$ cat src/rtl/core/ipv6tp_pkg.sv
// shared types and constants for the ipv6 text address parser
// no dependencies; imported by every module in rtl/core

package ipv6tp_pkg;

  localparam int unsigned CharW     = 8;
  localparam int unsigned GroupW    = 16;
  localparam int unsigned PosW      = 5;
  localparam int unsigned NumGroups = 8;
  localparam int unsigned GroupIdxW = 3;
  localparam int unsigned HalfW     = 64;

  localparam logic [PosW-1:0]  FinalPos = 5'd14;
  localparam logic [PosW-1:0]  PosStep  = 5'd2;
  localparam logic [CharW-1:0] CharNul   = 8'h00;
  localparam logic [CharW-1:0] CharColon = 8'h3a;
  localparam logic [CharW-1:0] CharZero  = 8'h30;
  localparam logic [CharW-1:0] CharNine  = 8'h39;
  localparam logic [CharW-1:0] CharLowA  = 8'h61;
  localparam logic [CharW-1:0] CharLowF  = 8'h66;
  localparam logic [CharW-1:0] CharUpA   = 8'h41;
  localparam logic [CharW-1:0] CharUpF   = 8'h46;

  typedef struct packed {
    logic       is_nul;
    logic       is_colon;
    logic       is_hex;
    logic [3:0] nibble;
  } char_class_t;

endpackage

$ cat src/rtl/core/ipv6tp_char_decode.sv
// character classifier: nul, colon, hex digit and its nibble value
// depends on ipv6tp_pkg

module ipv6tp_char_decode
  import ipv6tp_pkg::*;
(
  input  logic [CharW-1:0] char_i,
  output char_class_t      class_o
);

  logic             is_dec;
  logic             is_low;
  logic             is_up;
  logic [CharW-1:0] diff;

  always_comb begin
    is_dec = (char_i >= CharZero) && (char_i <= CharNine);
    is_low = (char_i >= CharLowA) && (char_i <= CharLowF);
    is_up  = (char_i >= CharUpA) && (char_i <= CharUpF);
    if (is_dec) begin
      diff = char_i - CharZero;
    end else if (is_low) begin
      diff = char_i - CharLowA + 8'd10;
    end else begin
      diff = char_i - CharUpA + 8'd10;
    end
    class_o.is_nul   = (char_i == CharNul);
    class_o.is_colon = (char_i == CharColon);
    class_o.is_hex   = is_dec || is_low || is_up;
    class_o.nibble   = diff[3:0];
  end

endmodule

$ cat src/rtl/core/ipv6tp_assembler.sv
// group and address assembly state with the registered result stage
// depends on ipv6tp_pkg; fed by ipv6tp_char_decode through the top level

module ipv6tp_assembler
  import ipv6tp_pkg::*;
(
  input  logic             clk_i,
  input  logic             rst_ni,
  input  logic             item_valid_i,
  input  char_class_t      item_class_i,
  output logic             item_take_o,
  output logic             out_valid_o,
  input  logic             out_ready_i,
  output logic [HalfW-1:0] address_high_o,
  output logic [HalfW-1:0] address_low_o,
  output logic             address_valid_o
);

  logic [GroupW-1:0] group_q, group_d;
  logic [PosW-1:0]   pos_q, pos_d;
  logic              err_q, err_d;
  logic [GroupW-1:0] slot_q [NumGroups];
  logic              slot_we;
  logic [GroupIdxW-1:0] slot_idx;
  logic              clear;
  logic              step;
  logic              ok;
  logic              out_valid_q, out_valid_d;
  logic [HalfW-1:0]  high_q, low_q;
  logic              avalid_q;

  assign item_take_o = !item_class_i.is_nul || !out_valid_q || out_ready_i;
  assign step        = item_valid_i && item_take_o;
  assign ok          = !err_q && (pos_q == FinalPos);
  assign slot_idx    = pos_q[GroupIdxW:1];
  assign clear       = step && item_class_i.is_nul;

  always_comb begin
    group_d = group_q;
    pos_d   = pos_q;
    err_d   = err_q;
    slot_we = 1'b0;
    if (step) begin
      if (item_class_i.is_nul) begin
        group_d = '0;
        pos_d   = '0;
        err_d   = 1'b0;
      end else if (!err_q) begin
        if (item_class_i.is_colon) begin
          if (pos_q >= FinalPos) begin
            err_d = 1'b1;
          end else begin
            slot_we = 1'b1;
            pos_d   = pos_q + PosStep;
            group_d = '0;
          end
        end else if (item_class_i.is_hex) begin
          group_d = {group_q[GroupW-5:0], item_class_i.nibble};
        end else begin
          err_d = 1'b1;
        end
      end
    end
  end

  always_ff @(posedge clk_i or negedge rst_ni) begin
    if (!rst_ni) begin
      group_q <= '0;
      pos_q   <= '0;
      err_q   <= 1'b0;
    end else begin
      group_q <= group_d;
      pos_q   <= pos_d;
      err_q   <= err_d;
    end
  end

  // group slots, cleared at the end of each string
  always_ff @(posedge clk_i or negedge rst_ni) begin
    if (!rst_ni) begin
      for (int i = 0; i < NumGroups; i++) begin
        slot_q[i] <= '0;
      end
    end else if (clear) begin
      for (int i = 0; i < NumGroups; i++) begin
        slot_q[i] <= '0;
      end
    end else if (slot_we) begin
      slot_q[slot_idx] <= group_q;
    end
  end

  // result register
  assign out_valid_d = (out_valid_q && !out_ready_i) || clear;

  always_ff @(posedge clk_i or negedge rst_ni) begin
    if (!rst_ni) begin
      out_valid_q <= 1'b0;
    end else begin
      out_valid_q <= out_valid_d;
    end
  end

  always_ff @(posedge clk_i) begin
    if (clear) begin
      avalid_q <= ok;
      if (ok) begin
        high_q <= {slot_q[0], slot_q[1], slot_q[2], slot_q[3]};
        low_q  <= {slot_q[4], slot_q[5], slot_q[6], group_q};
      end else begin
        high_q <= '0;
        low_q  <= '0;
      end
    end
  end

  assign out_valid_o     = out_valid_q;
  assign address_high_o  = high_q;
  assign address_low_o   = low_q;
  assign address_valid_o = avalid_q;

`ifndef SYNTHESIS
  a_pos_even: assert property (@(posedge clk_i) disable iff (!rst_ni)
    !pos_q[0] && (pos_q <= FinalPos))
    else $error("byte position odd or past the last group");

  a_invalid_zero: assert property (@(posedge clk_i) disable iff (!rst_ni)
    (out_valid_q && !avalid_q) |-> (high_q == '0) && (low_q == '0))
    else $error("invalid result carries a non-zero address");

  a_clear_after_nul: assert property (@(posedge clk_i) disable iff (!rst_ni)
    clear |=> (pos_q == '0) && (group_q == '0) && !err_q && out_valid_q)
    else $error("state not cleared after end of string");

  a_no_overwrite: assert property (@(posedge clk_i) disable iff (!rst_ni)
    (out_valid_q && !out_ready_i) |-> !clear)
    else $error("result overwritten while waiting");
`endif

endmodule

$ cat src/rtl/core/ipv6_text_address_parser.sv
// a nul request, once accepted, passes the input register and then the result register
// to give its result; throughput one character per cycle while no nul stalls
// the input register refills while a result waits; only a nul stalls then
// reset: asynchronous active low, clears group, position, error and all slots
// top level of the ipv6 text address parser; depends on ipv6tp_pkg,
// ipv6tp_char_decode and ipv6tp_assembler

module ipv6_text_address_parser
  import ipv6tp_pkg::*;
(
  input  logic             clk_i,
  input  logic             rst_ni,
  input  logic             in_valid_i,
  output logic             in_ready_o,
  input  logic [CharW-1:0] text_char_i,
  output logic             out_valid_o,
  input  logic             out_ready_i,
  output logic [HalfW-1:0] address_high_o,
  output logic [HalfW-1:0] address_low_o,
  output logic             address_valid_o
);

  logic             in_valid_q, in_valid_d;
  logic [CharW-1:0] char_q;
  logic             take;
  logic             accept;
  char_class_t      cls;

  assign in_ready_o = !in_valid_q || take;
  assign accept     = in_valid_i && in_ready_o;
  assign in_valid_d = accept || (in_valid_q && !take);

  always_ff @(posedge clk_i or negedge rst_ni) begin
    if (!rst_ni) begin
      in_valid_q <= 1'b0;
    end else begin
      in_valid_q <= in_valid_d;
    end
  end

  always_ff @(posedge clk_i) begin
    if (accept) begin
      char_q <= text_char_i;
    end
  end

  ipv6tp_char_decode u_decode (
    .char_i  (char_q),
    .class_o (cls)
  );

  ipv6tp_assembler u_assembler (
    .clk_i           (clk_i),
    .rst_ni          (rst_ni),
    .item_valid_i    (in_valid_q),
    .item_class_i    (cls),
    .item_take_o     (take),
    .out_valid_o     (out_valid_o),
    .out_ready_i     (out_ready_i),
    .address_high_o  (address_high_o),
    .address_low_o   (address_low_o),
    .address_valid_o (address_valid_o)
  );

endmodule

$ cat config.mk
export PLATFORM = sky130hd
export DESIGN_NAME = ipv6_text_address_parser
export DESIGN_NICKNAME = d
export VERILOG_FILES = /design/src/rtl/core/ipv6tp_pkg.sv /design/src/rtl/core/ipv6tp_char_decode.sv /design/src/rtl/core/ipv6tp_assembler.sv /design/src/rtl/core/ipv6_text_address_parser.sv
export SDC_FILE = /design/constraint.sdc
export NUM_CORES = 1
export LEC_CHECK = 0
export BUFFER_PORTS_ARGS = -buffer_cell sky130_fd_sc_hd__buf_4
export CAP_MARGIN = 20
export CORE_MARGIN = 3
export CORE_UTILIZATION = 58
export DETAILED_ROUTE_END_ITERATION = 10
export GPL_TIMING_DRIVEN = 0
export PLACE_DENSITY_LB_ADDON = 0.12
export SYNTH_ARGS = -nofsm -noshare
export SYNTH_HDL_FRONTEND = slang
export SYNTH_HIERARCHICAL = 1
export SYNTH_SLANG_ARGS = --single-unit
$ cat constraint.sdc
create_clock -name clk_i -period 6.6 [get_ports clk_i]
set_clock_uncertainty 0.1 [all_clocks]
set_input_delay 0.66 -clock clk_i [delete_from_list [all_inputs] [get_ports clk_i]]
set_output_delay 0.66 -clock clk_i [all_outputs]
set_load 0.02 [all_outputs]
## Word level (Yosys, flattened, before mapping)

Index checks and enable logic that the tools add are counted.

- Muxes and demuxes: 26
- Bitwise operators: 1
- Equal/unequal tests: 5
- Add/sub/neg operators: 6
- $lt $le $gt $ge: 9
- Reduce and logical (&&, ||, !) cells: 29

Operators with widths:

| kind | count |
|---|---|
| two-way mux 128 bit | 2 |
| bitwise mux 128 bit | 1 |
| two-way mux 16 bit | 6 |
| demux 16 bit (select 3 bit) | 1 |
| two-way mux 5 bit | 4 |
| >= comparator 8 x 7 -> 1 bit, second input constant | 2 |
| <= comparator 8 x 7 -> 1 bit, second input constant | 2 |
| subtractor 4 x 1 -> 4 bit, second input constant | 3 |
| logical AND 1 bit | 10 |
| two-way mux 1 bit | 10 |
| adder 4 bit, second input constant | 2 |
| equality test 8 x 6 -> 1 bit, second input constant | 1 |
| >= comparator 8 x 6 -> 1 bit, second input constant | 1 |
| <= comparator 8 x 6 -> 1 bit, second input constant | 1 |
| zero test 8 bit | 1 |
| two-way mux 4 bit | 2 |
| AND reduction 4 bit | 2 |
| logical OR 1 bit | 7 |
| zero test 1 bit | 6 |
| adder 5 x 2 -> 5 bit, second input constant | 1 |
| equality test 5 x 4 -> 1 bit, second input constant | 1 |
| >= comparator 5 x 4 -> 1 bit, second input constant | 1 |
| >= comparator 4 bit, second input constant | 1 |
| < comparator 4 x 1 -> 1 bit, second input constant | 1 |
| other kinds (5) | 7 |

- Bits of input ports: 12
- Output and inout bits: 131
- Flip-flop bits (word level): 289

## Depth between registers and ports, before layout

- Depth after elaboration: 8
- Depth in mapped cells: 10
- Gate-level depth less buffers: 8

## Cells and area by module

The synthesis kept the hierarchy.

By module, submodules not included:

| module | times used | cells an instance | area each (um^2) |
|---|---|---|---|
| ipv6tp_assembler | 1 | 826 | 11248.3 |
| ipv6_text_address_parser | 1 | 12 | 294.0 |
| ipv6tp_char_decode | 1 | 32 | 265.3 |

## Worst setup path after synthesis

No wires, ideal clock.

- Path type: reg2reg
- Start point: register char_q[0]
- End point: register u_assembler.high_q[0] (netlist: u_assembler/address_high_o[0]) (enable)
- Arrival: 4.125 ns
- Slack: 1.892 ns
- Stages on the path, launching flop included: 8
- Required time: 6.018 ns
- Setup time: 0.482 ns
- Period minus slack after synthesis: 4.708 ns
- Path buffers: 2
- Path through: edfxtp_1 inv_1 ha_1 and4_1 clkbuf_1 clkbuf_1 nand3_1 inv_1

RTL lines:

| element | line | RTL |
|---|---|---|
| start, declared | ipv6_text_address_parser.sv:24 | `logic [CharW-1:0] char_q;` |
| start signal, assigned | ipv6_text_address_parser.sv:43 | `char_q <= text_char_i;` |
| end signal, assigned | ipv6tp_assembler.sv:108 | `high_q <= {slot_q[0], slot_q[1], slot_q[2], slot_q[3]};` |
| end, declared | ipv6tp_assembler.sv:29 | `logic [HalfW-1:0] high_q, low_q;` |

==> impl_metrics.csv <==
group,metric,value,unit
floorplan,pin_count,143,
yosys,syn_nets,888,
routing,via_per_inst,6.07,
global_routing,grt_pass1_wl,45400,um
yosys,synthTopCellsByArea,"edfxtp_1, dfrtp_1, mux2i_1",
worst_setup_path,crit_chain,"inv_1 -> ha_1 -> and4_1 -> and3b_1 -> clkbuf_1 -> clkbuf_1 -> inv_1 -> nand2b_4 -> buf_4",
timing,fmax,0.254,GHz
worst_setup_path,cp.arrival,3.17,ns
worst_setup_path,critPathTopFamily,"buffers and inverters",
yosys,postSynth.asyncResetShare,49.6,%
floorplan,start_util,59.9,%
timing,grt_setup_unrepaired,"no",
final_layout,design_area,14300,um2
timing,drv_slew,0,
final_layout,final_cells,1341,
clocking,ctsResizeCount,0,
worst_setup_path,setup.worst_path.end_class,"primary output",
placed_design,gp_congestion,0.956,
yosys,synth_edf_count,137,
pwr,power,0.00350,W
worst_setup_path,regToRegSetupSlack,2.84,ns
worst_setup_path,cp.buffers_inverters,5,
floorplan,rows,51,
clocking,cts_made_buffers,27,
timing,setup_viol,0,
yosys,seq_area_frac_synth,63.5,%
placed_design,port_buffers,142,
global_routing,overflow,0,
yosys,synth_common_cells,"o31ai_1, edfxtp_1, dfrtp_1, mux2i_1, and2_1",
worst_setup_path,r2r_start,"char_q[0]$_DFFE_PP_",
worst_setup_path,worstSetupPathDepth,9,
timing,max_slew_margin,31.7,%
yosys,yosys.cell_count.top_type,"o31ai_1",
final_layout,diodes,0,
worst_setup_path,path_class,"reg -> out",
floorplan,die_h,149,um
yosys,ys_warn_count,6,
pwr,powerDensity,244,nW/um2
global_routing,grt_pass1_vias,8042,
placed_design,placed_area,13400,um2
clocking,clkSlewWorstSetupHoldPaths,0.06,ns
yosys,yosysTopAreaCellShare,34.8,%
yosys,syn_area_per_cell,13.6,um2
clocking,cts_setup_buffers,0,
clocking,cts.htree.levels,1,
yosys,synth_cells,870,
pwr,power.leakage,6.06,nW
yosys,syn_area,11800,um2
worst_setup_path,critPathCapture,"in_ready_o",
timing,worstMarginPinSlew,1.02,ns
final_layout,syn2layout_area_growth,21.2,%
routing,routed_wl,29300,um
timing,post-route-min-period,3.93,ns
global_routing,grt_max_degree,76,
pwr,peakVddDrop,0.226,mV
placed_design,place_hpwl,20100,um
yosys,synth_top_area_cell,"edfxtp_1",
worst_setup_path,crit_start,"char_q[0]$_DFFE_PP_",
run_status,status,"complete, no violations",
routing,first_pass_iters,5,
placed_design,dp.cells,1292,
worst_setup_path,regToRegEndpoint,"u_assembler/address_high_o[63]$_SDFFCE_PN0N_",
clocking,cts.path.max_buffers,3,
global_routing,antenna_found_initial,1,
worst_setup_path,slowest_delay,0.48,ns
clocking,cts_tree,"yes",
yosys,ys_types,55,
worst_setup_path,start_kind,"flip-flop",
final_layout,drive_gt1_share,23.1,%
job,drv_cap,0,
worst_setup_path,cp_max_fo,10,
clocking,hold_buffers,0,
routing,ant_nets,0,
timing,timing.setup.tns,0,ns
hold_path,hold_class,"in -> async",
timing,timing.final.crit_share,59.6,%
global_routing,grtUsageTotal,26.5,%
worst_setup_path,crit_required,5.84,ns
floorplan,coreArea,19700,um2
routing,first_iter_violations,799,
timing,finalHoldViolCount,0,
worst_setup_path,reg2reg_depth,8,
routing,wl_per_cell,21.9,um
yosys,synth_seq_cells,272,
clocking,clock-sinks,272,
floorplan,dieArea,22100,um2
yosys,yosys_most_used_dff,"edfxtp_1",
routing,vias,8139,
final_layout,nets,1074,
worst_setup_path,cpMaxStageDelayCell,"clkbuf_1",
clocking,clock_latency,0.52,ns
floorplan,die_w,149,um
clocking,cts-root-buf,"clkbuf_16",
routing,drcViolationCount,0,
worst min-delay path by stage:
stage | end | slack [ns] | from
6_report | u_assembler/slot_q[65]$_DFFE_PN0P_ | 0.002 | rst_ni
5_1_grt | u_assembler/slot_q[65]$_DFFE_PN0P_ | 0.05 | rst_ni
4_1_cts | u_assembler/slot_q[65]$_DFFE_PN0P_ | 0.04 | rst_ni
3_5_place_dp | u_assembler/slot_q[46]$_DFFE_PN0P_ | 0.43 | u_assembler/slot_q[46]$_DFFE_PN0P_
3_3_place_gp | u_assembler/slot_q[49]$_DFFE_PN0P_ | 0.42 | u_assembler/slot_q[49]$_DFFE_PN0P_
2_1_floorplan | in_valid_q$_DFF_PN0_ | 0.26 | rst_ni
power by group:
group	internal (W)	switching, W
registers	0.00180	0.0000222
logic	0.0000431	0.0000858
clock network	0.000915	0.000628
total	0.00276	0.000736
logic make-up after synthesis:
logic type	after synthesis	share of synthesized area (%)
adder cells (fa/ha/maj)	6	0.636
AND/OR/NAND/NOR	193	10.9
flip-flops	272	63.5
multiplexers	115	9.79
buffers and inverters	107	3.73
AO/OA/AOI/OAI	176	11.4
XOR/XNOR	1	0.0742
per-layer routing:
layer  routed length (um)  GRT usage, %  vias to the layer above  share of wire [%]
met1                12000          37.0                     4045                 41
met3                 2310          4.42                       87                7.9
met4                 1110          10.3                        2                3.8
met5                   12             0                        -              0.041
li1                     -             -                     3640                  -
met2                13900          42.3                      365                 47
stage by stage:
| step | hold WS, ns | setup slack (ns) | utilization, % |
|---|---|---|---|
| floorplan | 0.264 | 1.89 | - |
| global placement | 0.417 | 0.247 | 67.0 |
| detailed placement | 0.428 | 2.87 | 68.1 |
| CTS | 0.0381 | 2.72 | 72.6 |
| global route | 0.0480 | 2.51 | 72.6 |
| finish | 0.00211 | 2.67 | 72.6 |
layout by cell type, fill, tap and decap left out, types with 17 or more instances in the layout:
cell / Yosys / layout
clkbuf_16: 0 / 27
clkbuf_1: 52 / 55
o31ai_1: 148 / 138
inv_1: 24 / 23
and2_1: 113 / 113
edfxtp_1: 137 / 137
nand3b_1: 17 / 17
dfrtp_1: 135 / 135
buf_4: 0 / 150
mux2i_1: 114 / 114
worst reg2reg max path, cell delays in order (launching register included):
cell and delay (ns):
edfxtp_1 0.47, inv_1 0.15, ha_1 0.17, and4_1 0.40, clkbuf_1 0.44, clkbuf_1 0.46
nand3_1 0.32, inv_6 0.48, buf_16 0.35
final cells by class:
cell class              count  area, um2
flip-flops and latches    272       7490
fillers                  1373       5410
multi-input cells         491       3930
repair buffers            157       1220
clock buffers              31        701
plain buffers              82        347
well taps                 265        332
clock inverters            18        193
inverters                  25       98.8
state kept, by name (all words and copies together) (netlist names):
register	cells
char_q	8
in_valid_q	1
u_assembler/address_high_o	64
u_assembler/address_low_o	64
u_assembler/address_valid_o	1
u_assembler/err_q	1
u_assembler/group_q	16
u_assembler/out_valid_o	1
u_assembler/pos_q	4
u_assembler/slot_q	112
Note: power is estimated with default switching activity, not from simulation.
